## config.mk

```make
export PLATFORM = sky130hd
export DESIGN_NAME = rwcs_div_pipe
export DESIGN_NICKNAME = d
export VERILOG_FILES = /design/src/sv/rwcs_div_pipe.sv
export SDC_FILE = /design/constraint.sdc
export NUM_CORES = 2
export LEC_CHECK = 0
export BUFFER_PORTS_ARGS = -buffer_cell sky130_fd_sc_hd__buf_2
export CAP_MARGIN = 20
export CORE_MARGIN = 8
export CORE_UTILIZATION = 45
export DETAILED_ROUTE_END_ITERATION = 7
export PLACE_DENSITY = 0.64
export REMOVE_ABC_BUFFERS = 1
export SYNTH_ARGS = -nofsm -noshare
export SYNTH_HDL_FRONTEND = slang
export SYNTH_SLANG_ARGS = --single-unit
```

## constraint.sdc

```tcl
create_clock -name clk -period 5 [get_ports clk]
set_clock_uncertainty 0.05 [all_clocks]
set_input_delay 0.25 -clock clk [delete_from_list [all_inputs] [get_ports clk]]
set_output_delay 0.25 -clock clk [all_outputs]
set_load 0.02 [all_outputs]
```

## src/sv/rwcs_div_pipe.sv

```systemverilog
// Pipelined restoring divider, one quotient bit per stage, with sideband data.
`timescale 1ns / 1ps
`default_nettype none

module rwcs_div_pipe #(
    parameter int DEN_W  = 32,
    parameter int Q_W    = 16,
    parameter int SIDE_W = 8
) (
    input  wire logic              clk,
    input  wire logic              rst_n,
    input  wire logic              en,
    input  wire logic              in_valid,
    input  wire logic [DEN_W-1:0]  rem_init,
    input  wire logic [Q_W-1:0]    num,
    input  wire logic [DEN_W-1:0]  den,
    input  wire logic [SIDE_W-1:0] side_in,
    output logic                   out_valid,
    output logic [Q_W-1:0]         quo,
    output logic [SIDE_W-1:0]      side_out
);

    logic              vld_reg  [Q_W];
    logic [DEN_W-1:0]  rem_reg  [Q_W];
    logic [DEN_W-1:0]  den_reg  [Q_W];
    logic [Q_W-1:0]    num_reg  [Q_W];
    logic [Q_W-1:0]    quo_reg  [Q_W];
    logic [SIDE_W-1:0] side_reg [Q_W];

    for (genvar k = 0; k < Q_W; k++)
    begin : g_stage
        logic              vld_prev;
        logic [DEN_W-1:0]  rem_prev, den_prev;
        logic [Q_W-1:0]    num_prev, quo_prev, quo_next;
        logic [SIDE_W-1:0] side_prev;
        logic [DEN_W:0]    shifted, diff;
        logic              ge;

        if (k == 0)
        begin : g_first
            assign vld_prev  = in_valid;
            assign rem_prev  = rem_init;
            assign den_prev  = den;
            assign num_prev  = num;
            assign quo_prev  = '0;
            assign side_prev = side_in;
        end
        else
        begin : g_rest
            assign vld_prev  = vld_reg[k-1];
            assign rem_prev  = rem_reg[k-1];
            assign den_prev  = den_reg[k-1];
            assign num_prev  = num_reg[k-1];
            assign quo_prev  = quo_reg[k-1];
            assign side_prev = side_reg[k-1];
        end

        assign shifted = {rem_prev, num_prev[Q_W-1-k]};
        assign diff    = shifted - {1'b0, den_prev};
        assign ge      = shifted >= {1'b0, den_prev};

        always_comb
        begin
            quo_next            = quo_prev;
            quo_next[Q_W-1-k]   = ge;
        end

        always_ff @(posedge clk or negedge rst_n)
        begin
            if (!rst_n)
            begin
                vld_reg[k] <= 1'b0;
            end
            else if (en)
            begin
                vld_reg[k] <= vld_prev;
            end
        end

        always_ff @(posedge clk)
        begin
            if (en)
            begin
                rem_reg[k]  <= ge ? diff[DEN_W-1:0] : shifted[DEN_W-1:0];
                den_reg[k]  <= den_prev;
                num_reg[k]  <= num_prev;
                quo_reg[k]  <= quo_next;
                side_reg[k] <= side_prev;
            end
        end
    end

    assign out_valid = vld_reg[Q_W-1];
    assign quo       = quo_reg[Q_W-1];
    assign side_out  = side_reg[Q_W-1];

endmodule

`default_nettype wire

```

==> metrics.txt <==
# TYPE chip_impl_metric gauge
chip_impl_metric{name="start_util",unit=""} 0.454
chip_impl_metric{name="maxSlewViolCount",unit=""} 0
chip_impl_metric{name="placement_stage_worst_setup_slack",unit="ns"} 0.861
chip_impl_info{name="synth.top_cells.by_area",value="sky130_fd_sc_hd__edfxtp_1, sky130_fd_sc_hd__ha_1, sky130_fd_sc_hd__a21oi_1"} 1
chip_impl_metric{name="initialDrtViolationCount",unit=""} 2970
chip_impl_metric{name="final_cell_count_no_fill",unit=""} 8871
chip_impl_metric{name="cp_num_buf_inv",unit=""} 1
chip_impl_metric{name="grt_util_all_layers",unit=""} 0.174
chip_impl_metric{name="rows",unit=""} 147
chip_impl_metric{name="vias_in_the_first_global_route",unit=""} 49300
chip_impl_metric{name="buffer_ports.inserted",unit=""} 116
chip_impl_metric{name="number_of_top_level_pins",unit=""} 117
chip_impl_metric{name="critPathRequiredTime",unit="ns"} 5.47
chip_impl_metric{name="post_dp_cell_area",unit="sq mm"} 0.0764
chip_impl_metric{name="area_delta_synth_final",unit="%"} 12.8
chip_impl_metric{name="seqPwrFrac",unit=""} 0.349
chip_impl_metric{name="gp_congestion",unit=""} 0.944
chip_impl_metric{name="post_cts.repair.setup_buffers",unit=""} 0
chip_impl_metric{name="register_area",unit="sq mm"} 0.0408
chip_impl_metric{name="synth_async_sr_flop_share",unit=""} 0.0118
chip_impl_metric{name="report.final.setup_viol",unit=""} 0
chip_impl_metric{name="setup_ws",unit="ns"} 0.827
chip_impl_metric{name="detail_route.first_pass.iterations",unit=""} 6
chip_impl_metric{name="drv_cap",unit=""} 0
chip_impl_metric{name="power_switching",unit="mW"} 18.7
chip_impl_metric{name="grt_start_max_net_pins",unit=""} 161
chip_impl_metric{name="floorplan.core_area",unit="sq mm"} 0.161
chip_impl_metric{name="h_tree_depth",unit=""} 4
chip_impl_metric{name="num_vias",unit=""} 47600
chip_impl_info{name="cts_root_buf",value="sky130_fd_sc_hd__clkbuf_16"} 1
chip_impl_metric{name="syn_avg_cell_area",unit="sq um"} 11.6
chip_impl_metric{name="worst_slew_pin_slew",unit="ns"} 1.06
chip_impl_metric{name="critPathMaxStageDelay",unit="ns"} 0.63
chip_impl_metric{name="die_area",unit="sq mm"} 0.175
chip_impl_metric{name="post_synth_inst_count",unit=""} 6298
chip_impl_metric{name="num-nets-final",unit=""} 7207
chip_impl_metric{name="multi_input_area",unit="sq mm"} 0.0292
chip_impl_metric{name="yosysSeqAreaShare",unit=""} 0.558
chip_impl_metric{name="post_route_antenna_net_violation_count",unit=""} 0
chip_impl_metric{name="finalPower",unit="mW"} 51.3
chip_impl_metric{name="clkPwrFrac",unit=""} 0.211
chip_impl_metric{name="worst-endpoint-arrival",unit="ns"} 4.65
chip_impl_info{name="setup_repair_after_global_routing_missed_its_margin",value="false"} 1
chip_impl_metric{name="layout_worst_path_cycle_share",unit=""} 0.835
chip_impl_metric{name="timing.fmax",unit="GHz"} 0.240
chip_impl_metric{name="switching_share",unit=""} 0.364
chip_impl_info{name="start_kind",value="flop"} 1
chip_impl_metric{name="finalHoldWorstSlack",unit="ns"} 0.126
chip_impl_metric{name="clock_sinks",unit=""} 1360
chip_impl_metric{name="post-place-cells",unit=""} 8491
chip_impl_info{name="netlist.top_cell.by_area",value="sky130_fd_sc_hd__edfxtp_1"} 1
chip_impl_metric{name="synth.cell_area",unit="sq mm"} 0.0730
chip_impl_metric{name="worst_slew_margin_rel",unit=""} 0.294
chip_impl_info{name="critical_path.cell_chain",value="ha_1, a21oi_1, o21a_1, nor2b_1, o2111ai_1, a311oi_1, o22ai_1, a31oi_1, a21o_1, buf_12, mux2_2"} 1
chip_impl_metric{name="internal_power",unit="mW"} 32.6
chip_impl_metric{name="shortest_clock_period_the_worst_path_allows_after_layout",unit="ns"} 4.17
chip_impl_metric{name="ir_drop",unit="uV"} 406
chip_impl_metric{name="synth_warnings",unit=""} 0
chip_impl_info{name="ys.flop_type",value="sky130_fd_sc_hd__edfxtp_1"} 1
chip_impl_metric{name="cts-resized-gates",unit=""} 0
chip_impl_metric{name="power.density",unit="mW/mm^2"} 623
chip_impl_metric{name="timing.setup.tns",unit="ns"} 0
chip_impl_metric{name="clock_latency_late_sink",unit="ns"} 0.78
chip_impl_metric{name="share_of_final_layout_standard_cells_stronger_than_drive_strength_1",unit=""} 0.0945
chip_impl_metric{name="filler_cell_count_in_the_final_layout",unit=""} 14000
chip_impl_info{name="worst_path_dominant_cell_family",value="compound AO/OA/AOI/OAI gates"} 1
chip_impl_metric{name="combPwrFrac",unit=""} 0.440
chip_impl_metric{name="ys_ff_latch",unit=""} 1360
chip_impl_info{name="cts_tree",value="built"} 1
chip_impl_info{name="run_status",value="complete, no violations"} 1
chip_impl_metric{name="die_height",unit="um"} 419
chip_impl_metric{name="yosysUniqueCellTypes",unit=""} 87
chip_impl_metric{name="utilization",unit=""} 0.512
chip_impl_metric{name="post-route-cell-area",unit="sq mm"} 0.0823
chip_impl_metric{name="drc_errors",unit=""} 0
chip_impl_metric{name="synth_enable_flop_cells",unit=""} 1344
chip_impl_metric{name="grt_pass1_wl",unit="mm"} 248
chip_impl_metric{name="post_drt_wl_per_cell",unit="um"} 17.6
chip_impl_metric{name="detail_route.vias_per_cell",unit=""} 5.37
chip_impl_metric{name="cts_buffers",unit=""} 157
chip_impl_metric{name="hold_viol_final",unit=""} 0
chip_impl_metric{name="grt.overflow.total",unit=""} 0
chip_impl_info{name="slowest_stage",value="sky130_fd_sc_hd__a311oi_1"} 1
chip_impl_metric{name="place_hpwl",unit="mm"} 118
chip_impl_metric{name="die_w",unit="um"} 419
chip_impl_metric{name="timing.critical_path.fanout_max",unit=""} 61
chip_impl_info{name="end_kind",value="flop"} 1
chip_impl_metric{name="synth_largest_type_area_fraction",unit=""} 0.553
chip_impl_metric{name="max_clock_buf_depth",unit=""} 3
chip_impl_metric{name="antenna_violations_before_repair",unit=""} 3
chip_impl_metric{name="routed_wl",unit="mm"} 156
chip_impl_info{name="worstSetupPathType",value="reg -> reg"} 1
chip_impl_metric{name="power.leakage",unit="nW"} 33.3
chip_impl_metric{name="cts.reportedPaths.clkPinSlew",unit="ns"} 0.06
chip_impl_info{name="timing.hold.worst.class",value="in -> reg"} 1
chip_impl_metric{name="post_cts_hold_buffer_count",unit=""} 98
synthesized netlist by cell type (101+ instances only):
cell type and instances:
sky130_fd_sc_hd__edfxtp_1 1344, sky130_fd_sc_hd__inv_1 629, sky130_fd_sc_hd__ha_1 512, sky130_fd_sc_hd__a21oi_1 505
sky130_fd_sc_hd__nand2_1 487, sky130_fd_sc_hd__o21ai_0 433, sky130_fd_sc_hd__nor2_1 336, sky130_fd_sc_hd__xnor2_1 237
sky130_fd_sc_hd__a21o_1 236, sky130_fd_sc_hd__mux2_2 181, sky130_fd_sc_hd__xor2_1 177, sky130_fd_sc_hd__clkbuf_1 121
sky130_fd_sc_hd__nand3_1 101
logic make-up (layout without fill, tap and decap cells):
kind of cell	after synthesis	after routing	synth area share
other	0	1	0
flip-flops	1360	1360	0.558
buffers and inverters	793	1205	0.0421
multiplexers	193	193	0.0296
AO/OA/AOI/OAI	1673	1673	0.144
adder cells (fa/ha/maj)	527	527	0.0919
XOR/XNOR	414	414	0.0497
AND/OR/NAND/NOR	1338	1338	0.0845
power by group through the flow:
stage / logic [mW] / clock network [mW] / registers, mW
floorplan: 17.0 / 0 / 17.6
global placement: 22.0 / 0 / 18.1
detailed placement: 22.3 / 0 / 18.1
CTS: 22.5 / 11.2 / 17.9
global route: 25.0 / 11.6 / 18.2
finish: 22.5 / 10.8 / 17.9
cells in the final DEF (no fill, tap or decap), types with 16 or more instances in the layout:
master | netlist | routed
sky130_fd_sc_hd__a211o_1 | 21 | 20
sky130_fd_sc_hd__a211oi_1 | 42 | 42
sky130_fd_sc_hd__a21o_1 | 236 | 236
sky130_fd_sc_hd__a21oi_1 | 505 | 504
sky130_fd_sc_hd__a31o_2 | 16 | 16
sky130_fd_sc_hd__a31oi_1 | 56 | 56
sky130_fd_sc_hd__and2_1 | 20 | 20
sky130_fd_sc_hd__and3_1 | 48 | 47
sky130_fd_sc_hd__buf_12 | 0 | 16
sky130_fd_sc_hd__buf_2 | 29 | 116
sky130_fd_sc_hd__buf_4 | 7 | 63
sky130_fd_sc_hd__clkbuf_1 | 121 | 46
sky130_fd_sc_hd__clkbuf_16 | 0 | 157
sky130_fd_sc_hd__clkinv_1 | 0 | 28
sky130_fd_sc_hd__clkinv_2 | 0 | 18
sky130_fd_sc_hd__dfrtp_1 | 16 | 16
sky130_fd_sc_hd__dlygate4sd3_1 | 0 | 98
sky130_fd_sc_hd__edfxtp_1 | 1344 | 1344
sky130_fd_sc_hd__ha_1 | 512 | 512
sky130_fd_sc_hd__inv_1 | 629 | 629
sky130_fd_sc_hd__mux2_2 | 181 | 181
sky130_fd_sc_hd__nand2_1 | 487 | 486
sky130_fd_sc_hd__nand2b_1 | 50 | 50
sky130_fd_sc_hd__nand3_1 | 101 | 100
sky130_fd_sc_hd__nand4_1 | 88 | 88
sky130_fd_sc_hd__nor2_1 | 336 | 335
sky130_fd_sc_hd__nor2b_1 | 70 | 70
sky130_fd_sc_hd__nor3_1 | 62 | 62
sky130_fd_sc_hd__nor4_1 | 17 | 17
sky130_fd_sc_hd__o211ai_1 | 19 | 19
sky130_fd_sc_hd__o21a_1 | 54 | 53
sky130_fd_sc_hd__o21ai_0 | 433 | 432
sky130_fd_sc_hd__o21ai_1 | 18 | 17
sky130_fd_sc_hd__o21bai_1 | 65 | 65
sky130_fd_sc_hd__o31a_1 | 19 | 19
sky130_fd_sc_hd__o31ai_1 | 30 | 30
sky130_fd_sc_hd__or3_1 | 18 | 18
sky130_fd_sc_hd__xnor2_1 | 237 | 237
sky130_fd_sc_hd__xor2_1 | 177 | 177
per-layer routing:
layer / part of all wire / vias up / global-route usage / routed length [um]
li1: - / 23700 / - / -
met5: 0 / - / 0 / 0
met1: 0.36 / 22400 / 0.167 / 56000
met4: 0.075 / 0 / 0.118 / 11800
met2: 0.53 / 1012 / 0.339 / 83100
met3: 0.032 / 514 / 0.0280 / 4990
cell type report:
cell class | instances | area share
Antenna cell | 1 | 0.0000304
Clock buffer | 205 | 0.0502
Clock inverter | 76 | 0.00935
Inverter | 629 | 0.0287
Multi-Input combinational cell | 4145 | 0.355
Sequential cell | 1360 | 0.495
Tap cell | 2160 | 0.0328
Timing Repair Buffer | 295 | 0.0287
path summary, 6_finish.rpt:
check,slack [ns],startpoint,depth (start not counted),to
max in group asynchronous,3.90,rst_n,3,out_valid
worst min-delay path,0.13,num[7],2,num_reg[0][7]
worst max register to register,0.83,rem_reg[0][15],11,rem_reg[1][4]
min in group asynchronous,0.53,rst_n,3,g_stage[1].vld_prev
worst min register to register,0.35,quo_reg[3][29],0,quo_reg[4][13]
worst max-delay path,0.83,rem_reg[0][15],11,rem_reg[1][4]
Power figures use the tool's default switching activity.
