## config.mk

```make
export PLATFORM = sky130hd
export DESIGN_NAME = rwcs_front
export DESIGN_NICKNAME = d
export VERILOG_FILES = /design/src/sv/rwcs_pkg.sv /design/src/sv/rwcs_front.sv
export SDC_FILE = /design/constraint.sdc
export NUM_CORES = 1
export LEC_CHECK = 0
export ABC_CLOCK_PERIOD_IN_PS = 10350
export BUFFER_PORTS_ARGS = -buffer_cell sky130_fd_sc_hd__clkbuf_2
export CAP_MARGIN = 15
export CORE_ASPECT_RATIO = 1.2
export CORE_MARGIN = 4
export CORE_UTILIZATION = 60
export CTS_CLUSTER_SIZE = 16
export DETAILED_ROUTE_END_ITERATION = 16
export PLACE_DENSITY = 0.78
export SKIP_CTS_REPAIR_TIMING = 1
export SYNTH_ARGS = -nofsm -noshare
export SYNTH_HDL_FRONTEND = slang
export SYNTH_SLANG_ARGS = --single-unit
```

## constraint.sdc

```tcl
create_clock -name clk -period 10.35 [get_ports clk]
set_clock_uncertainty 0.1 [all_clocks]
set_input_delay 1.5525 -clock clk [delete_from_list [all_inputs] [get_ports clk]]
set_output_delay 1.5525 -clock clk [all_outputs]
set_load 0.02 [all_outputs]
```

## src/sv/rwcs_pkg.sv

```systemverilog
// Shared types and constants for the wall column setup pipeline.
`timescale 1ns / 1ps
`default_nettype none

package rwcs_pkg;

    localparam logic [1:0] FACE_WEST  = 2'd0;
    localparam logic [1:0] FACE_EAST  = 2'd1;
    localparam logic [1:0] FACE_NORTH = 2'd2;
    localparam logic [1:0] FACE_SOUTH = 2'd3;

    localparam logic [15:0] WALL_SCALE_RESET = 16'd512;

    typedef struct packed {
        logic        hit_side;
        logic [31:0] side_dist_x;
        logic [31:0] side_dist_y;
        logic [31:0] delta_x;
        logic [31:0] delta_y;
        logic        step_x_positive;
        logic        step_y_positive;
        logic [23:0] eye_x;
        logic [23:0] eye_y;
        logic signed [19:0] dir_x;
        logic signed [19:0] dir_y;
    } rwcs_req_t;

    typedef struct packed {
        logic [31:0] wall_distance;
        logic [1:0]  wall_face;
        logic [15:0] column_height;
        logic [8:0]  first_row;
        logic [8:0]  last_row;
        logic [5:0]  texel_column;
        logic [31:0] texel_step;
        logic [31:0] texel_row_start;
    } rwcs_rsp_t;

    typedef struct packed {
        logic [31:0] wall_dist;
        logic [1:0]  face;
        logic [5:0]  col;
        logic        hsat;
    } rwcs_front_t;

    typedef struct packed {
        logic [31:0] wall_dist;
        logic [1:0]  face;
        logic [5:0]  col;
        logic [15:0] h;
        logic [8:0]  first;
        logic [8:0]  last;
        logic [14:0] offs;
    } rwcs_mid_t;

endpackage

`default_nettype wire

```

## src/sv/rwcs_front.sv

```systemverilog
// Front stages: wall distance, face, height saturation flag and texture column.
`timescale 1ns / 1ps
`default_nettype none

module rwcs_front #(
    parameter int TEX_COLS = 64
) (
    input  wire logic                 clk,
    input  wire logic                 rst_n,
    input  wire logic                 en,
    input  wire logic                 in_valid,
    input  wire rwcs_pkg::rwcs_req_t  req,
    input  wire logic [15:0]          wall_scale,
    output logic                      out_valid,
    output rwcs_pkg::rwcs_front_t     out_data
);
    import rwcs_pkg::*;

    localparam int CP_W = 32 + $clog2(TEX_COLS + 1);

    logic        s1_valid_reg, s2_valid_reg, s3_valid_reg, s4_valid_reg;
    logic [31:0] s1_dist_reg;
    logic [1:0]  s1_face_reg;
    logic        s1_hsat_reg, s1_neg_reg, s1_mirror_reg;
    logic [19:0] s1_mag_reg;
    logic [23:0] s1_eye_reg;
    logic [31:0] s2_dist_reg, s2_prod_reg;
    logic [1:0]  s2_face_reg;
    logic        s2_hsat_reg, s2_neg_reg, s2_mirror_reg;
    logic [23:0] s2_eye_reg;
    logic [31:0] s3_dist_reg, s3_frac_reg;
    logic [1:0]  s3_face_reg;
    logic        s3_hsat_reg, s3_mirror_reg;
    rwcs_front_t s4_reg;

    logic [31:0] s1_dist_next;
    logic [1:0]  s1_face_next;
    logic        s1_neg_next, s1_mirror_next;
    logic [19:0] s1_raw, s1_mag_next;
    logic [23:0] s1_eye_next;
    logic [51:0] s2_full;
    logic [31:0] s3_frac_next;
    logic [CP_W-1:0] s4_full;
    logic [15:0] s4_col, s4_col_next;

    always_comb
    begin
        if (req.hit_side == 1'b0)
        begin
            s1_dist_next = (req.side_dist_x >= req.delta_x) ?
                           req.side_dist_x - req.delta_x : 32'd0;
            s1_face_next = req.step_x_positive ? FACE_WEST : FACE_EAST;
            s1_eye_next  = req.eye_y;
            s1_raw       = req.dir_y;
        end
        else
        begin
            s1_dist_next = (req.side_dist_y >= req.delta_y) ?
                           req.side_dist_y - req.delta_y : 32'd0;
            s1_face_next = req.step_y_positive ? FACE_NORTH : FACE_SOUTH;
            s1_eye_next  = req.eye_x;
            s1_raw       = req.dir_x;
        end
        s1_neg_next    = s1_raw[19];
        s1_mag_next    = s1_neg_next ? 20'(-s1_raw) : s1_raw;
        s1_mirror_next = req.hit_side ? req.dir_y[19] : (req.dir_x > 20'sd0);
    end

    assign s2_full      = s1_dist_reg * s1_mag_reg;
    assign s3_frac_next = {s2_eye_reg[15:0], 16'd0} +
                          (s2_neg_reg ? 32'(-s2_prod_reg) : s2_prod_reg);
    assign s4_full      = CP_W'(s3_frac_reg) * CP_W'(TEX_COLS);
    assign s4_col       = 16'(s4_full >> 32);
    assign s4_col_next  = s3_mirror_reg ? 16'(TEX_COLS - 1) - s4_col : s4_col;

    always_ff @(posedge clk or negedge rst_n)
    begin
        if (!rst_n)
        begin
            s1_valid_reg <= 1'b0;
            s2_valid_reg <= 1'b0;
            s3_valid_reg <= 1'b0;
            s4_valid_reg <= 1'b0;
        end
        else if (en)
        begin
            s1_valid_reg <= in_valid;
            s2_valid_reg <= s1_valid_reg;
            s3_valid_reg <= s2_valid_reg;
            s4_valid_reg <= s3_valid_reg;
        end
    end

    always_ff @(posedge clk)
    begin
        if (en)
        begin
            s1_dist_reg   <= s1_dist_next;
            s1_face_reg   <= s1_face_next;
            s1_hsat_reg   <= {16'd0, wall_scale} >= s1_dist_next;
            s1_neg_reg    <= s1_neg_next;
            s1_mirror_reg <= s1_mirror_next;
            s1_mag_reg    <= s1_mag_next;
            s1_eye_reg    <= s1_eye_next;

            s2_dist_reg   <= s1_dist_reg;
            s2_prod_reg   <= s2_full[31:0];
            s2_face_reg   <= s1_face_reg;
            s2_hsat_reg   <= s1_hsat_reg;
            s2_neg_reg    <= s1_neg_reg;
            s2_mirror_reg <= s1_mirror_reg;
            s2_eye_reg    <= s1_eye_reg;

            s3_dist_reg   <= s2_dist_reg;
            s3_frac_reg   <= s3_frac_next;
            s3_face_reg   <= s2_face_reg;
            s3_hsat_reg   <= s2_hsat_reg;
            s3_mirror_reg <= s2_mirror_reg;

            s4_reg.wall_dist <= s3_dist_reg;
            s4_reg.face      <= s3_face_reg;
            s4_reg.col       <= s4_col_next[5:0];
            s4_reg.hsat      <= s3_hsat_reg;
        end
    end

    assign out_valid = s4_valid_reg;
    assign out_data  = s4_reg;

endmodule

`default_nettype wire

```

==> results.cfg, run 1 <==
[die]
start_util_pct = 60.6
rows = 84
fp.dieArea_um2 = 47600
die_w_um = 200
die_h_um = 238
core_region_area_um2 = 43700
io-pin-count = 281

[timing]
rsz0062_at_grt = false
tightest_slew_ns = 1.21
hold_violations = 0
max_freq_ghz = 0.117
slew_headroom_pct = 19.1
min_period_ns = 8.58
fin_crit_sh_pct = 82.9
slew_viol_final = 0
finalSetupTns_ns = 0
setup_viol = 0

[cells_and_area]
synthToLayoutAreaGrowth_pct = 10.7
final_cell_count_no_fill = 3425
final_cell_mix = inv_1 (497), fa_1 (355), nand2_1 (303)
drive_above_1_share_pct = 13.2
nets = 3616
final_common_cell = inv_1
fin_area_um2 = 29300
fillers = 3336
largest_register_ffs = 41

[routing]
ant_nets = 0
initialDrtViolationCount = 1544
dr.pass1.iters = 6
drt-vias-per-instance = 5.81
wl_um = 72100
num_vias = 19900
wire_per_inst_um = 21.1
drc = 0

[place]
place.gp.congestion = 0.943
dp_hpwl_um = 55500
place_area_um2 = 28400
post-place-cells = 3377
portBuffers = 264

[critical_path]
critPathMostFrequentCell = fa_1
worst_path_max_delay_cell = edfxtp_1
cpPeakStageDelay_ns = 0.88
critPathKind = reg -> reg
worstPathRequired_ns = 10.55
worstPathCellList = buf_4, nand2_1, fa_1, fa_1, inv_1, fa_1, fa_1, fa_1, fa_1, inv_1, fa_1, inv_1, ha_1, and3_1, a221o_1, a21o_1, a41o_1, a41oi_1, a21oi_1, and4_1, a2111oi_0, a21oi_1, xnor2_1
critPathCaptureType = flip-flop
crit_buf_inv = 4
crit_fanout = 18
arrival_ns = 8.79
cp-start-kind = flip-flop
cpLargestDelayFamily = adder cells

[synthesis]
syn_avg_cell_area_um2 = 10.1
synthArstFlopShare_pct = 1.63
mappedNetlistArea_um2 = 26500
yosysSeqAreaShare_pct = 27.7
ys_seq_elements = 245
synthFlopType = edfxtp_1
synthCells = 2621
synth_edf_count = 241
yosysWarnings = 0
syn-num-nets = 3391
synth_cell_types = 72

[clock_network]
clock_latency_ns = 0.57
cts_sinks = 245
cts_buffer_depth = 3
numCtsBuffers = 26
h-tree-depth = 1
cts_tree = built
clock-root-buffer = clkbuf_16
clk_pin_slew_ns = 0.07

[worst_hold_path]
hold_class = reg -> reg

[global_routing]
overflow = 0
antenna_found_initial = 1
grt_pass1_vias = 21600
grt_max_degree = 113
grt_usage_pct = 30.9
grt_first_pass_wirelength_um = 114000

[flow_run]
maxCapViolations = 0

[run_status]
status = complete, no violations
-- cell type report --
class                           count  area [um2]  area share [%]
Clock inverter                     21         277           0.944
Timing Repair Buffer              294        1560            5.31
Inverter                          498        1870            6.38
Multi-Input combinational cell   1781       16900            57.7
Antenna cell                        1        2.50         0.00854
Sequential cell                   245        7340            25.0
Tap cell                          559         699            2.39
Clock buffer                       26         651            2.22
-- final timing paths --
path,endpoint,slack [ns],depth (start not counted),start
setup / recovery,s2_prod_reg[31]$_DFFE_PP_,1.77,23,s1_mag_reg[5]$_DFFE_PP_
hold / removal,out_data[28]$_DFFE_PP_,0.31,0,s3_dist_reg[19]$_DFFE_PP_
setup reg to reg,s2_prod_reg[31]$_DFFE_PP_,1.77,23,s1_mag_reg[5]$_DFFE_PP_
hold reg to reg,out_data[28]$_DFFE_PP_,0.31,0,s3_dist_reg[19]$_DFFE_PP_
max in group asynchronous,out_valid$_DFFE_PN0P_,9.34,1,rst_n
min in group asynchronous,s2_valid_reg$_DFFE_PN0P_,0.69,1,rst_n
-- cell usage after synthesis, types with 15 or more instances --
| cell | instances | area (um2) |
|---|---|---|
| a21o_1 | 50 | 375 |
| ha_1 | 176 | 2200 |
| nor3_1 | 21 | 105 |
| xnor2_1 | 113 | 990 |
| o21ai_0 | 60 | 300 |
| nand3_1 | 22 | 110 |
| and2_1 | 206 | 1290 |
| inv_1 | 497 | 1870 |
| xor2_1 | 49 | 429 |
| edfxtp_1 | 241 | 7240 |
| mux2i_1 | 17 | 170 |
| mux2_2 | 20 | 225 |
| nand2_1 | 303 | 1140 |
| clkbuf_1 | 95 | 357 |
| nor2_1 | 67 | 251 |
| o21a_1 | 15 | 113 |
| fa_1 | 355 | 7110 |
| nand2b_1 | 17 | 106 |
| a21oi_1 | 96 | 480 |
-- per-stage QoR --
| stage | hold slack, ns | setup WS [ns] | util [%] |
|---|---|---|---|
| 2_1_floorplan | 0.300 | 2.98 | - |
| 3_3_place_gp | 0.301 | 1.95 | 64.9 |
| 3_5_place_dp | 0.305 | 1.76 | 64.9 |
| 4_1_cts | 0.311 | 1.81 | 67.0 |
| 5_1_grt | 0.319 | 1.59 | 67.0 |
| 6_report | 0.305 | 1.77 | 67.0 |
-- cell families (layout without fill, tap and decap cells) --
family | after synthesis | count (layout) | synth area share (%)
other cells | 0 | 1 | 0
compound gates | 346 | 346 | 8.68
mux | 37 | 37 | 1.49
simple gates | 705 | 705 | 13.1
flops | 245 | 245 | 27.7
buf+inv | 595 | 839 | 8.44
fa+ha+maj | 531 | 531 | 35.2
xor+xnor | 162 | 162 | 5.36
-- metal layers --
metal  vias to the layer above  GRT usage [%]  wire length [um]
met1                      9856           36.4             25900
met4                         0           14.5              4210
li1                       8851              -                 -
met2                       936           54.6             36900
met3                       269           5.44              5100
met5                         -              0                 0
Power of run 1 is left out: the tool's default activity adds up to more than one toggle a clock period on the data nets, which glitch-free logic cannot reach.
==> run 2: changes to the inputs <==
- ABC_CLOCK_PERIOD_IN_PS: 10350 -> 8300
- clock period: 10.35 -> 8.3 ns (I/O delays scaled with it)
==> results.cfg, run 2 (synthesis results as in run 1) <==
[cells_and_area]
largest_register_ffs = 41
final_cell_mix = inv_1 (497), fa_1 (355), nand2_1 (303)
final_cell_count_no_fill = 3448
antenna-diode-count = 0
nets = 3638
final_common_cell = inv_1
drive_above_1_share_pct = 13.8
synthToLayoutAreaGrowth_pct = 11.2

[die]
die_w_um = 200
start_util_pct = 60.6
core_region_area_um2 = 43700
die_h_um = 238
rows = 84
fp.dieArea_um2 = 47600
io-pin-count = 281

[timing]
hold_violations = 0
max_freq_ghz = 0.126
fin_crit_sh_pct = 95.9
min_period_ns = 7.96
tightest_slew_ns = 0.932
rsz0062_at_grt = false
slew_headroom_pct = 37.8
finalSetupTns_ns = 0
setup_viol = 0
slew_viol_final = 0

[global_routing]
overflow = 0
antenna_found_initial = 3
grt_max_degree = 128
grt_first_pass_wirelength_um = 114000
grt_pass1_vias = 21300
grt_usage_pct = 30.9

[critical_path]
critPathMostFrequentCell = fa_1
arrival_ns = 8.16
worstPathCellList = nand2_1, fa_1, fa_1, fa_1, inv_1, fa_1, fa_1, fa_1, inv_1, fa_1, inv_1, ha_1, a21o_1, a221o_1, a21o_1, a41o_1, a41oi_1, a21oi_1, and4_1, a2111oi_0, buf_4, a21oi_1, xnor2_1
worst_path_max_delay_cell = edfxtp_1
crit_buf_inv = 4
crit_fanout = 15
worstPathRequired_ns = 8.49
r2r_cells = 23
cp-start-kind = flip-flop
r2r_slack_ns = 0.34
critPathKind = reg -> reg
cpPeakStageDelay_ns = 0.82
cpLargestDelayFamily = adder cells
r2r_start = s1_mag_reg[6]$_DFFE_PP_
critPathCaptureType = flip-flop
r2r_end = s2_prod_reg[31]$_DFFE_PP_

[clock_network]
clock-root-buffer = clkbuf_16
clock_latency_ns = 0.57
cts_buffer_depth = 3
h-tree-depth = 1
numCtsBuffers = 27
cts_sinks = 245
cts_tree = built
clk_pin_slew_ns = 0.07

[run_status]
status = complete, no violations

[place]
dp_hpwl_um = 58700
portBuffers = 264
post-place-cells = 3398
place.gp.congestion = 0.958

[worst_hold_path]
hold_depth = 0
hold_end = s2_eye_reg[10]$_DFFE_PP_
hold_class = reg -> reg
hp-start = s1_eye_reg[10]$_DFFE_PP_

[routing]
drc = 0
drt-vias-per-instance = 5.73
wire_per_inst_um = 21.0
ant_nets = 0
dr.pass1.iters = 7
wl_um = 72600
initialDrtViolationCount = 1417
num_vias = 19700

[flow_run]
maxCapViolations = 0
run 2: cell count changes in the layout (fill, tap and decap cells not counted), sizes merged, moves of 2 or more:
cell,previous run,this run
buf,31,52
clkbuf,289,294
clkinv,11,14
bufinv,5,3
clkinvlp,3,1
run 2: worst max path at each step:
stage	start	to	cells after the start
floorplan	s1_dist_reg[12]$_DFFE_PP_	s2_prod_reg[31]$_DFFE_PP_	25
global placement	s1_dist_reg[9]$_DFFE_PP_	s2_prod_reg[31]$_DFFE_PP_	27
detailed placement	s1_mag_reg[6]$_DFFE_PP_	s2_prod_reg[31]$_DFFE_PP_	23
CTS	s1_mag_reg[6]$_DFFE_PP_	s2_prod_reg[31]$_DFFE_PP_	23
global route	s1_mag_reg[6]$_DFFE_PP_	s2_prod_reg[31]$_DFFE_PP_	23
finish	s1_mag_reg[6]$_DFFE_PP_	s2_prod_reg[31]$_DFFE_PP_	23
run 2: worst register-to-register path, cell delays in order (launching register included):
cell and delay [ns]:
edfxtp_1 0.82, nand2_1 0.18, fa_1 0.54, fa_1 0.54, fa_1 0.53, inv_1 0.06, fa_1 0.57, fa_1 0.44
fa_1 0.49, inv_1 0.05, fa_1 0.47, inv_1 0.04, ha_1 0.32, a21o_1 0.20, a221o_1 0.36, a21o_1 0.19
a41o_1 0.28, a41oi_1 0.27, a21oi_1 0.13, and4_1 0.22, a2111oi_0 0.46, buf_4 0.21, a21oi_1 0.08, xnor2_1 0.14
run 2: per-stage QoR:
stage | area [um2] | util [%] | hold WS, ns | worst slack [ns]
3_5_place_dp | 28500 | 65.3 | 0.305 | 0.591
3_3_place_gp | 28500 | 65.3 | 0.302 | 0.657
6_report | 29400 | 67.3 | 0.313 | 0.337
2_1_floorplan | 26500 | - | 0.300 | 0.926
4_1_cts | 29400 | 67.3 | 0.305 | 0.397
5_1_grt | 29400 | 67.3 | 0.312 | 0.209
run 2: layout make-up:
type | count | area [um2]
Clock inverter | 19 | 209
Tap cell | 559 | 699
Timing Repair Buffer | 315 | 1730
Fill cell | 3387 | 14300
Multi-Input combinational cell | 1781 | 16900
Clock buffer | 31 | 691
Sequential cell | 245 | 7340
Inverter | 498 | 1870
run 2: metal layers:
layer  global-route usage (%)  routed length (um)
met5                        0                  36
met4                     14.6                4320
met3                     4.93                5160
met2                     55.3               37400
met1                     36.3               25700
Power of run 2 is left out for the same reason.
