`src/sv/rwcs_pkg.sv`:
```
// Shared types and constants for the wall column setup pipeline.
`timescale 1ns / 1ps
`default_nettype none

package rwcs_pkg;

    localparam logic [1:0] FACE_WEST  = 2'd0;
    localparam logic [1:0] FACE_EAST  = 2'd1;
    localparam logic [1:0] FACE_NORTH = 2'd2;
    localparam logic [1:0] FACE_SOUTH = 2'd3;

    localparam logic [15:0] WALL_SCALE_RESET = 16'd512;

    typedef struct packed {
        logic        hit_side;
        logic [31:0] side_dist_x;
        logic [31:0] side_dist_y;
        logic [31:0] delta_x;
        logic [31:0] delta_y;
        logic        step_x_positive;
        logic        step_y_positive;
        logic [23:0] eye_x;
        logic [23:0] eye_y;
        logic signed [19:0] dir_x;
        logic signed [19:0] dir_y;
    } rwcs_req_t;

    typedef struct packed {
        logic [31:0] wall_distance;
        logic [1:0]  wall_face;
        logic [15:0] column_height;
        logic [8:0]  first_row;
        logic [8:0]  last_row;
        logic [5:0]  texel_column;
        logic [31:0] texel_step;
        logic [31:0] texel_row_start;
    } rwcs_rsp_t;

    typedef struct packed {
        logic [31:0] wall_dist;
        logic [1:0]  face;
        logic [5:0]  col;
        logic        hsat;
    } rwcs_front_t;

    typedef struct packed {
        logic [31:0] wall_dist;
        logic [1:0]  face;
        logic [5:0]  col;
        logic [15:0] h;
        logic [8:0]  first;
        logic [8:0]  last;
        logic [14:0] offs;
    } rwcs_mid_t;

endpackage

`default_nettype wire

```
`src/sv/rwcs_back.sv`:
```
// Back stages: texture step saturation, start row product and result register.
`timescale 1ns / 1ps
`default_nettype none

module rwcs_back #(
    parameter int Q_W = 23
) (
    input  wire logic               clk,
    input  wire logic               rst_n,
    input  wire logic               en,
    input  wire logic               in_valid,
    input  wire logic [Q_W-1:0]     quo,
    input  wire rwcs_pkg::rwcs_mid_t mid,
    output logic                    out_valid,
    output rwcs_pkg::rwcs_rsp_t     rsp
);
    import rwcs_pkg::*;

    logic        b1_valid_reg, b2_valid_reg, b3_valid_reg;
    rwcs_mid_t   b1_mid_reg, b2_mid_reg;
    logic [31:0] b1_step_reg, b2_step_reg;
    logic [46:0] b2_prod_reg;
    rwcs_rsp_t   b3_reg;
    logic [31:0] b1_step_next;
    logic [46:0] b2_prod_next;

    assign b1_step_next = (mid.h == 16'd0) ? 32'hFFFF_FFFF : 32'(quo);
    assign b2_prod_next = b1_mid_reg.offs * b1_step_reg;

    always_ff @(posedge clk or negedge rst_n)
    begin
        if (!rst_n)
        begin
            b1_valid_reg <= 1'b0;
            b2_valid_reg <= 1'b0;
            b3_valid_reg <= 1'b0;
        end
        else if (en)
        begin
            b1_valid_reg <= in_valid;
            b2_valid_reg <= b1_valid_reg;
            b3_valid_reg <= b2_valid_reg;
        end
    end

    always_ff @(posedge clk)
    begin
        if (en)
        begin
            b1_mid_reg  <= mid;
            b1_step_reg <= b1_step_next;
            b2_mid_reg  <= b1_mid_reg;
            b2_step_reg <= b1_step_reg;
            b2_prod_reg <= b2_prod_next;

            b3_reg.wall_distance   <= b2_mid_reg.wall_dist;
            b3_reg.wall_face       <= b2_mid_reg.face;
            b3_reg.column_height   <= b2_mid_reg.h;
            b3_reg.first_row       <= b2_mid_reg.first;
            b3_reg.last_row        <= b2_mid_reg.last;
            b3_reg.texel_column    <= b2_mid_reg.col;
            b3_reg.texel_step      <= b2_step_reg;
            b3_reg.texel_row_start <= (b2_prod_reg[46:32] != 15'd0) ?
                                      32'hFFFF_FFFF : b2_prod_reg[31:0];
        end
    end

    assign out_valid = b3_valid_reg;
    assign rsp       = b3_reg;

endmodule

`default_nettype wire

```
`config.mk`:
```
export PLATFORM = sky130hd
export DESIGN_NAME = rwcs_back
export DESIGN_NICKNAME = d
export VERILOG_FILES = /design/src/sv/rwcs_pkg.sv /design/src/sv/rwcs_back.sv
export SDC_FILE = /design/constraint.sdc
export NUM_CORES = 1
export LEC_CHECK = 0
export ABC_AREA = 1
export BUFFER_PORTS_ARGS = -buffer_cell sky130_fd_sc_hd__buf_2
export CORE_MARGIN = 2
export CORE_UTILIZATION = 40
export DETAILED_ROUTE_END_ITERATION = 10
export GPL_ROUTABILITY_DRIVEN = 0
export PLACE_DENSITY_LB_ADDON = 0.25
export SLEW_MARGIN = 40
export SYNTH_ARGS = -nofsm -noshare
export SYNTH_HDL_FRONTEND = slang
export SYNTH_SLANG_ARGS = --single-unit
export TNS_END_PERCENT = 50
```
`constraint.sdc`:
```
create_clock -name clk -period 14.95 [get_ports clk]
set_input_delay 1.495 -clock clk [delete_from_list [all_inputs] [get_ports clk]]
set_output_delay 1.495 -clock clk [all_outputs]
set_load 0.005 [all_outputs]
```
==> results.txt, run 1 <==
DR WL/cell: 15.3 µm
placement row count: 96
Final Skew: 0.0340 ns
vias in the first global route: 19100
post-DP HPWL: 46700 µm
met3 Use GR: 2.71%
share of layout cells above drive strength 1: 13.8%
fmax: 161 MHz
HP Class: register to register
vias: 17500
Ant. Diodes: 0
GRT Total Usage: 17.2%
Die ar.: 70900 µm²
Ports: 255
core footprint: 68300 µm²
fin crit period: 6.23 ns
MaxCap Viol Count: 0
vias per cell: 4.57
GR Util met1: 20.3%
initial antenna violation count: 1
unrepaired setup endpoints after global routing: false
Slew HR: 43.8%
GR Util met2: 31.3%
Clk Tree Root Cell: clkbuf_16
die height: 266 µm
Fin. Hold Viols: 0
DP Worst Slack: 8.53 ns
Area growth syn-to-layout: 13.4%
Critical Path AT: 6.61 ns
post-synthesis sequential area ratio: 42.6%
final core occ: 45.7%
post-synthesis register bit count: 391
post-synth top area share: 42.4%
fin. max-slew vios: 0
yosys warns: 0
first drt pass iteration count: 7
Starting Density: 40.2%
port buffer count: 254
layer with the highest usage: met2
Final Setup Violations: 0
total routed wirelength: 58600 µm
CTS sink count: 391
final setup margin: 8.72 ns
Worst-Skew Late Latency: 0.59 ns
largest net degree at the start of global routing: 77
cts hold-fix bufs: 0
Least-Margin Pin Slew: 0.842 ns
status: completed
first-pass GRT wire length: 96600 µm
Setup TNS: 0 ns
Mapped Nets: 3235
clk buf depth: 3
H-tree depth: 2
Worst Path Required: 15.33 ns
Synth Area per Inst: 10.4 µm²
CTS clock-pin slew for the worst setup and hold paths: 0.06 ns
CTS tree: done
TritonCTS Buffers: 43
largest cells by area after synthesis: edfxtp_1 42%, fa_1 26%, inv_1 10%
leading area contributor after synthesis: edfxtp_1
Tcrit/Tclk final: 41.7%
Antenna Violating Nets Remaining: 0
cts repair resizes: 0
drt drc: 0
initial DRC count: 1000
Cells after Synth: 2653
Final #Nets: 3489
aggregate global routing overflow: 0
mapped cell area: 27500 µm²
critical path class: register to register
Synth cell types: 29
Critical Path Sink Type: register
Largest register FFs: 130
startpoint types: register
# Post-CTS Setup Buffers: 0
CP max FO: 16
die width: 266 µm
critical path: stages, from the launching register on:
cell      delay, ns
edfxtp_1       0.78
nand2_1        0.35
fa_1           0.70
inv_1          0.14
fa_1           0.54
fa_1           0.45
fa_1           0.51
fa_1           0.49
inv_1          0.05
fa_1           0.50
inv_1          0.05
ha_1           0.35
nand2_1        0.16
inv_1          0.05
a21oi_1        0.25
nand2_1        0.16
a21oi_1        0.14
nand2_1        0.08
xor2_1         0.27
Yosys cell counts:
cell type,instances
buf_4,8
xor2_1,22
clkbuf_1,55
nor2_1,57
or2_2,24
clkbuf_2,1
mux2_2,1
nand2_2,11
o21ai_0,3
nor2_2,10
nor4_1,9
inv_2,2
nor2_4,4
nor3_1,4
nand3_2,10
a21oi_1,31
edfxtp_1,388
o21bai_1,8
nand3_1,27
ha_1,112
xnor2_1,6
and2_1,2
a31oi_1,4
dfrtp_1,3
nand2_1,721
nand4_1,6
buf_2,3
inv_1,767
fa_1,354
placed cells by master (no fill, tap or decap), types with 11 or more instances in the layout:
cell,netlist,final
inv_1,767,767
nand2_1,721,721
edfxtp_1,388,388
fa_1,354,354
buf_2,3,253
ha_1,112,112
nor2_1,57,56
clkbuf_16,0,43
a21oi_1,31,31
nand3_1,27,27
or2_2,24,24
xor2_1,22,22
buf_6,0,17
nand2_2,11,11
nor2_2,10,11
clkinv_2,0,11
path summary, 6_finish.rpt:
check	from	end	slack, ns	depth (start not counted)
worst max register to register	b1_step_reg[30]	b2_prod_reg[30]	8.72	18
worst min register to register	b1_mid_reg[68]	b2_mid_reg[68]	0.40	0
min in group asynchronous	rst_n	out_valid	0.72	1
max in group asynchronous	rst_n	b1_valid_reg	14.13	1
worst min-delay path	b1_mid_reg[68]	b2_mid_reg[68]	0.40	0
worst max-delay path	b1_step_reg[30]	b2_prod_reg[30]	8.72	18
per-stage QoR:
stage	area, µm²	cells	hold slack, ns
2_1_floorplan	27500	2653	0.400
3_3_place_gp	29700	3729	0.400
3_5_place_dp	29800	3739	0.405
4_1_cts	31100	3818	0.403
5_1_grt	31200	3823	0.415
6_report	31200	3823	0.404
cell families after synthesis:
kind of cell    share of synthesized area (%)
compound gates                          0.928
xor+xnor                                0.891
fa+ha+maj                                30.9
buf+inv                                  11.5
flops                                    42.6
mux                                    0.0409
simple gates                             13.1
cell type report:
cell class / instances / area (µm²)
clock inverter: 32 / 258
sequential: 391 / 11700
clock buffer: 47 / 1090
multi-input combinational: 1426 / 12600
tap: 882 / 1100
timing repair buffer: 276 / 1530
fill: 6403 / 37100
inverter: 769 / 2890
metal layers:
| metal | share of wire (%) | wire length (µm) | vias up |
|---|---|---|---|
| met5 | 0.019 | 11 | - |
| met4 | 3.7 | 2150 | 2 |
| met3 | 4.7 | 2740 | 131 |
| met2 | 52 | 30300 | 443 |
| met1 | 40 | 23500 | 8585 |
| li1 | - | - | 8310 |
Power of run 1 is not shown: default switching activity piles up to over one toggle a cycle in this logic, so the estimate is an artifact.
==> run 2: changes to the inputs <==
==> constraint.sdc (replaced) <==
create_clock -name clk -period 5.05 [get_ports clk]
set_input_delay 0.505 -clock clk [delete_from_list [all_inputs] [get_ports clk]]
set_output_delay 0.505 -clock clk [all_outputs]
set_load 0.005 [all_outputs]
==> run 2 against run 1 <==
Via count up 6.1%. The flow now finishes with violations (negative setup slack). First-iteration DRC count is 9.6% higher. Worst setup slack worse by 9.3 ns. Core utilization rose by 4.7 points. Sequential share of layout area shrank 3.5 points. Clock skew fell by 0.012 ns. Hold slack worse by 0.32 ns. Final cell count grew 5.2%. Maximum frequency is 11% higher. Critical path depth rose by 6. Die area stayed put. Wire length grew 7.3%.
==> results.txt, run 2 (same netlist as run 1, synthesis figures left out) <==
DP Worst Slack: -0.686 ns (-9.21 ns)
initial antenna violation count: 0 (-1)
most common cell after layout, fill and taps aside: inv_1
initial DRC count: 1096 (+9.6%)
MaxCap Viol Count: 0 (unchanged)
Critical Path AT: 5.96 ns (-0.65 ns)
largest net degree at the start of global routing: 119 (+55%)
status: finished, violations left
CP max stage cell: fa_1
beginning of the worst hold path: mid[5]
commonest non-fill, non-tap cells in the layout: 737 x inv_1, 630 x nand2_1, 388 x edfxtp_1, 344 x fa_1, 253 x buf_2
vias: 18500 (+6.1%)
Hold Path End: b1_mid_reg[5]
total routed wirelength: 62900 µm (+7.3%)
fin crit period: 5.61 ns (-0.619 ns)
Starting Density: 40.2% (unchanged)
aggregate global routing overflow: 0 (unchanged)
Critical Path Source: b1_mid_reg[0]
Worst-Skew Late Latency: 0.60 ns (about the same)
fmax: 178 MHz (+11%)
drt drc: 0 (unchanged)
startpoint types: register
Ant. Diodes: 0 (unchanged)
failing checks: negative setup slack
port buffer count: 254 (unchanged)
die width: 266 µm (unchanged)
Final #Nets: 3685 (+5.6%)
placement row count: 96 (unchanged)
HP Class: input port to register
Critical Path Sink Type: register
Die ar.: 70900 µm² (unchanged)
R2R Setup Slk: -0.56 ns (-9.28 ns)
Worst Reg-to-Reg Cells: 24 (+6)
H-tree depth: 2 (unchanged)
TritonCTS Buffers: 44 (+2.3%)
launching point of the worst reg2reg path: b1_mid_reg[0]
Antenna Violating Nets Remaining: 0 (unchanged)
CP max FO: 7 (-9)
CTS tree: done
final setup margin: -0.558 ns (-9.28 ns)
CTS clock-pin slew for the worst setup and hold paths: 0.07 ns (about the same)
Largest register FFs: 130 (unchanged)
first-pass GRT wire length: 102000 µm (+5.5%)
unrepaired setup endpoints after global routing: true
Area growth syn-to-layout: 25.2%
core footprint: 68300 µm² (unchanged)
critical path class: register to register
GRT Total Usage: 18.1% (+0.85 points)
Final Setup Violations: 37 (+37)
cell depth of the worst hold path: 1 (+1)
critical path's largest stage delay: 0.55 ns (-0.23 ns)
Slew HR: 44.8% (+0.97 points)
CTS sink count: 391 (unchanged)
Least-Margin Pin Slew: 0.828 ns (-0.0145 ns)
clk buf depth: 3 (unchanged)
Setup TNS: -16.24 ns (-16.24 ns)
fin. max-slew vios: 0 (unchanged)
post-DP HPWL: 49100 µm (+5.1%)
crit-path most repeated cell: fa_1
Ports: 255 (unchanged)
Fin. Hold Viols: 0 (unchanged)
vias in the first global route: 20000 (+4.8%)
die height: 266 µm (unchanged)
Final Skew: 0.0224 ns (-0.0116 ns)
WHS: 0.0795 ns (-0.324 ns)
Critical Path, Cell by Cell: buf_6 > buf_12 > nand2_4 > inv_2 > fa_1 > inv_2 > fa_1 > inv_2 > fa_1 > fa_1 > fa_1 > inv_2 > fa_1 > inv_2 > ha_4 > nand2_4 > nor2_4 > buf_6 > buf_6 > nand4_1 > nand3_4 > nand2_4 > nand3_2 > nand2_1
first drt pass iteration count: 5 (-2)
DR WL/cell: 15.6 µm (+2.1%)
vias per cell: 4.61 (+0.90%)
worst reg2reg endpoint: b2_prod_reg[38]
Clk Tree Root Cell: clkbuf_16
Worst Path Required: 5.41 ns (-9.92 ns)
share of layout cells above drive strength 1: 26.3% (+13 points)
Tcrit/Tclk final: 111% (+69 points)
-- run 2: cell count changes in the layout (fill, tap and decap cells not counted), sizes merged --
cell,delta
buf,+193
bufinv,+5
clkbuf,+9
clkinv,-7
clkinvlp,-3
dlygate4sd3,+1
-- run 2: layout make-up --
cell class / instances / area (µm²)
timing repair buffer: 471 / 3410
multi-input combinational: 1426 / 13800
fill: 6052 / 33900
clock inverter: 27 / 375
tap: 882 / 1100
sequential: 391 / 11700
clock buffer: 55 / 1160
inverter: 769 / 2890
-- run 2: worst max-delay path: cells and delay by family (launching register included) --
family                   cells  cell delay [ns]
AND/OR/NAND/NOR              8             0.75
flip-flops                   1             0.50
buffers and inverters        9             0.74
adder cells (fa/ha/maj)      7             3.35
-- run 2: how the worst max path moves through the flow --
stage / endpoint / cells past startpoint
after global routing: b2_prod_reg[38] / 23
after detailed placement: b2_prod_reg[23] / 22
after floorplan: b2_prod_reg[37] / 28
after CTS: b2_prod_reg[38] / 26
after global placement: b2_prod_reg[27] / 22
final: b2_prod_reg[38] / 24
-- run 2: timing repair --
| action | CTS | global route |
|---|---|---|
| pin swaps | 25 | 81 |
| endpoints found under the hold margin | 3 | 0 |
| setup buffers | 4 | 16 |
| hold buffers | 1 | 0 |
| resized for setup | 72 | 165 |
| setup endpoints to repair | 37 | 39 |
| gates cloned | 1 | 1 |
-- run 2: stage by stage --
stage	utilization (%)	instances	instance area, µm²
4_1_cts	49.3	4004	33700
3_5_place_dp	46.6	3916	31900
6_report	50.4	4021	34400
3_3_place_gp	46.6	3916	31900
2_1_floorplan	-	2653	28000
5_1_grt	50.4	4021	34400
-- run 2: routing by layer --
metal / share of wire, % / GRT usage, % / routed length [µm] / up-vias
li1: - / - / - / 8707
met1: 39 / 21.4 / 24700 / 9217
met2: 52 / 33.2 / 32800 / 478
met3: 4.7 / 2.43 / 2960 / 139
met4: 3.8 / 6.85 / 2390 / 0
met5: 0 / 0 / 0 / -
Power of run 2 is left out for the same reason.
==> run 3: changes to the inputs <==
--- a/config.mk
+++ b/config.mk
@@ -11,7 +11,7 @@
 export CORE_UTILIZATION = 40
 export DETAILED_ROUTE_END_ITERATION = 10
 export GPL_ROUTABILITY_DRIVEN = 0
-export PLACE_DENSITY_LB_ADDON = 0.25
+export REMOVE_ABC_BUFFERS = 1
 export SLEW_MARGIN = 40
 export SYNTH_ARGS = -nofsm -noshare
 export SYNTH_HDL_FRONTEND = slang
==> constraint.sdc (replaced) <==
create_clock -name clk -period 5 [get_ports clk]
set_input_delay 0.5 -clock clk [delete_from_list [all_inputs] [get_ports clk]]
set_output_delay 0.5 -clock clk [all_outputs]
set_load 0.005 [all_outputs]
==> run 3 against run 2 <==
The flow still finishes with violations (negative setup slack). Hold slack better by 0.0088 ns. Global-route usage down 0.68 points. Wire length down 5.5%. Via count down 2.6%. Critical path depth up 1. Flip-flop and latch count unchanged. Worst setup slack better by 0.043 ns. Register-to-register slack better by 0.04 ns. Critical path type unchanged. Critical endpoint is now b2_prod_reg[34]. Largest cell class unchanged. Highest routed layer is now met5.
==> results.txt, run 3 (same netlist as run 1, synthesis figures left out) <==
status: finished, violations left
failing checks: negative setup slack
Worst-Skew Late Latency: 0.58 ns (-0.02 ns)
Worst Path Required: 5.31 ns (-0.10 ns)
drt drc: 0 (unchanged)
CP max stage cell: fa_1
TritonCTS Buffers: 44 (unchanged)
Least-Margin Pin Slew: 0.566 ns (-0.262 ns)
Final Setup Violations: 37 (unchanged)
CP max FO: 11 (+4)
Final Skew: 0.0201 ns (-0.00230 ns)
Ant. Diodes: 0 (unchanged)
CTS tree: done
first drt pass iteration count: 5 (unchanged)
Setup TNS: -15.29 ns (+0.954 ns)
die width: 266 µm (unchanged)
share of layout cells above drive strength 1: 26.0% (-0.34 points)
placement row count: 96 (unchanged)
DR WL/cell: 14.7 µm (-6.2%)
first-pass GRT wire length: 97200 µm (-4.6%)
critical path class: register to register
Largest register FFs: 130 (unchanged)
fin. max-slew vios: 0 (unchanged)
initial antenna violation count: 1 (+1)
fin crit period: 5.52 ns (-0.0926 ns)
commonest non-fill, non-tap cells in the layout: 741 x inv_1, 644 x nand2_1, 388 x edfxtp_1, 346 x fa_1, 253 x buf_2
fmax: 181 MHz (+1.7%)
vias per cell: 4.46 (-3.3%)
startpoint types: register
total routed wirelength: 59400 µm (-5.5%)
Die ar.: 70900 µm² (unchanged)
Antenna Violating Nets Remaining: 0 (unchanged)
port buffer count: 254 (unchanged)
H-tree depth: 2 (unchanged)
CTS sink count: 391 (unchanged)
Clk Tree Root Cell: clkbuf_16
crit-path most repeated cell: fa_1
clk buf depth: 3 (unchanged)
Starting Density: 40.2% (unchanged)
unrepaired setup endpoints after global routing: true
Final #Nets: 3715 (+0.81%)
initial DRC count: 1052 (-4.0%)
Tcrit/Tclk final: 110% (-0.74 points)
GRT Total Usage: 17.4% (-0.68 points)
DP Worst Slack: -0.752 ns (-0.0657 ns)
post-DP HPWL: 46600 µm (-5.1%)
CTS clock-pin slew for the worst setup and hold paths: 0.07 ns (about the same)
delay-heaviest family, CP: adder cells
core footprint: 68300 µm² (unchanged)
vias: 18100 (-2.6%)
most common cell after layout, fill and taps aside: inv_1
Fin. Hold Viols: 0 (unchanged)
Slew HR: 62.3% (+17 points)
die height: 266 µm (unchanged)
Critical Path Sink Type: register
Worst Path Buf+Inv: 8 (-1)
final setup margin: -0.515 ns (+0.0426 ns)
HP Class: input port to register
MaxCap Viol Count: 0 (unchanged)
Critical Path AT: 5.83 ns (-0.13 ns)
Area growth syn-to-layout: 24.9%
aggregate global routing overflow: 0 (unchanged)
critical path's largest stage delay: 0.54 ns (about the same)
vias in the first global route: 18500 (-7.6%)
largest net degree at the start of global routing: 97 (-18%)
Ports: 255 (unchanged)
[run 3: cell types whose count changed in the layout (fill, tap and decap cells not counted), moves of 4 or more]
cell / before / now
nor2_4: 19 / 12
nand2_1: 630 / 644
nand2_4: 26 / 13
nand3_1: 14 / 20
nand3_2: 14 / 10
buf_12: 34 / 28
buf_4: 167 / 200
inv_1: 737 / 741
a21oi_2: 18 / 13
nor2_2: 17 / 23
a21oi_1: 10 / 17
[run 3: metrics by stage]
step | utilization [%] | instances | cell area [µm²] | hold slack (ns)
3_5_place_dp | 46.2 | 3937 | 31600 | 0.302
3_3_place_gp | 46.1 | 3936 | 31500 | 0.300
2_1_floorplan | - | 2586 | 27200 | 0.204
5_1_grt | 50.3 | 4050 | 34400 | 0.0741
4_1_cts | 49.3 | 4030 | 33700 | 0.0607
6_report | 50.3 | 4050 | 34400 | 0.0883
[run 3: path summary, 6_finish.rpt]
path,startpoint,endpoint,slack [ns],depth (start not counted)
worst max-delay path,b1_mid_reg[3],b2_prod_reg[34],-0.52,25
worst min-delay path,mid[5],b1_mid_reg[5],0.09,1
worst max register to register,b1_mid_reg[3],b2_prod_reg[34],-0.52,25
worst min register to register,b2_mid_reg[22],rsp[77],0.41,0
max in group asynchronous,rst_n,b2_valid_reg,4.64,2
min in group asynchronous,rst_n,out_valid,0.24,2
[run 3: repair_timing]
action	4_1_cts	5_1_grt
pin swaps	13	49
endpoints found under the hold margin	3	0
hold buffers	1	0
gates cloned	0	1
gates resized for setup	118	137
setup endpoints to repair	37	39
buffers inserted	11	19
[run 3: metal layers]
layer  vias to the layer above  part of all wire (%)  GRT usage [%]
met2                       377                    50           30.7
met4                         2                   2.4           4.39
met1                      8801                    43           22.6
met3                        94                   4.5           2.27
met5                         -                 0.013              0
li1                       8776                     -              -
[run 3: cell type report]
class | count | area [µm²]
clock buffers | 57 | 1210
inverters | 769 | 2890
flip-flops and latches | 391 | 11700
well taps | 882 | 1100
repair buffers | 501 | 3590
fillers | 6145 | 34000
multi-input cells | 1426 | 13600
clock inverters | 24 | 274
Power of run 3 is left out for the same reason.
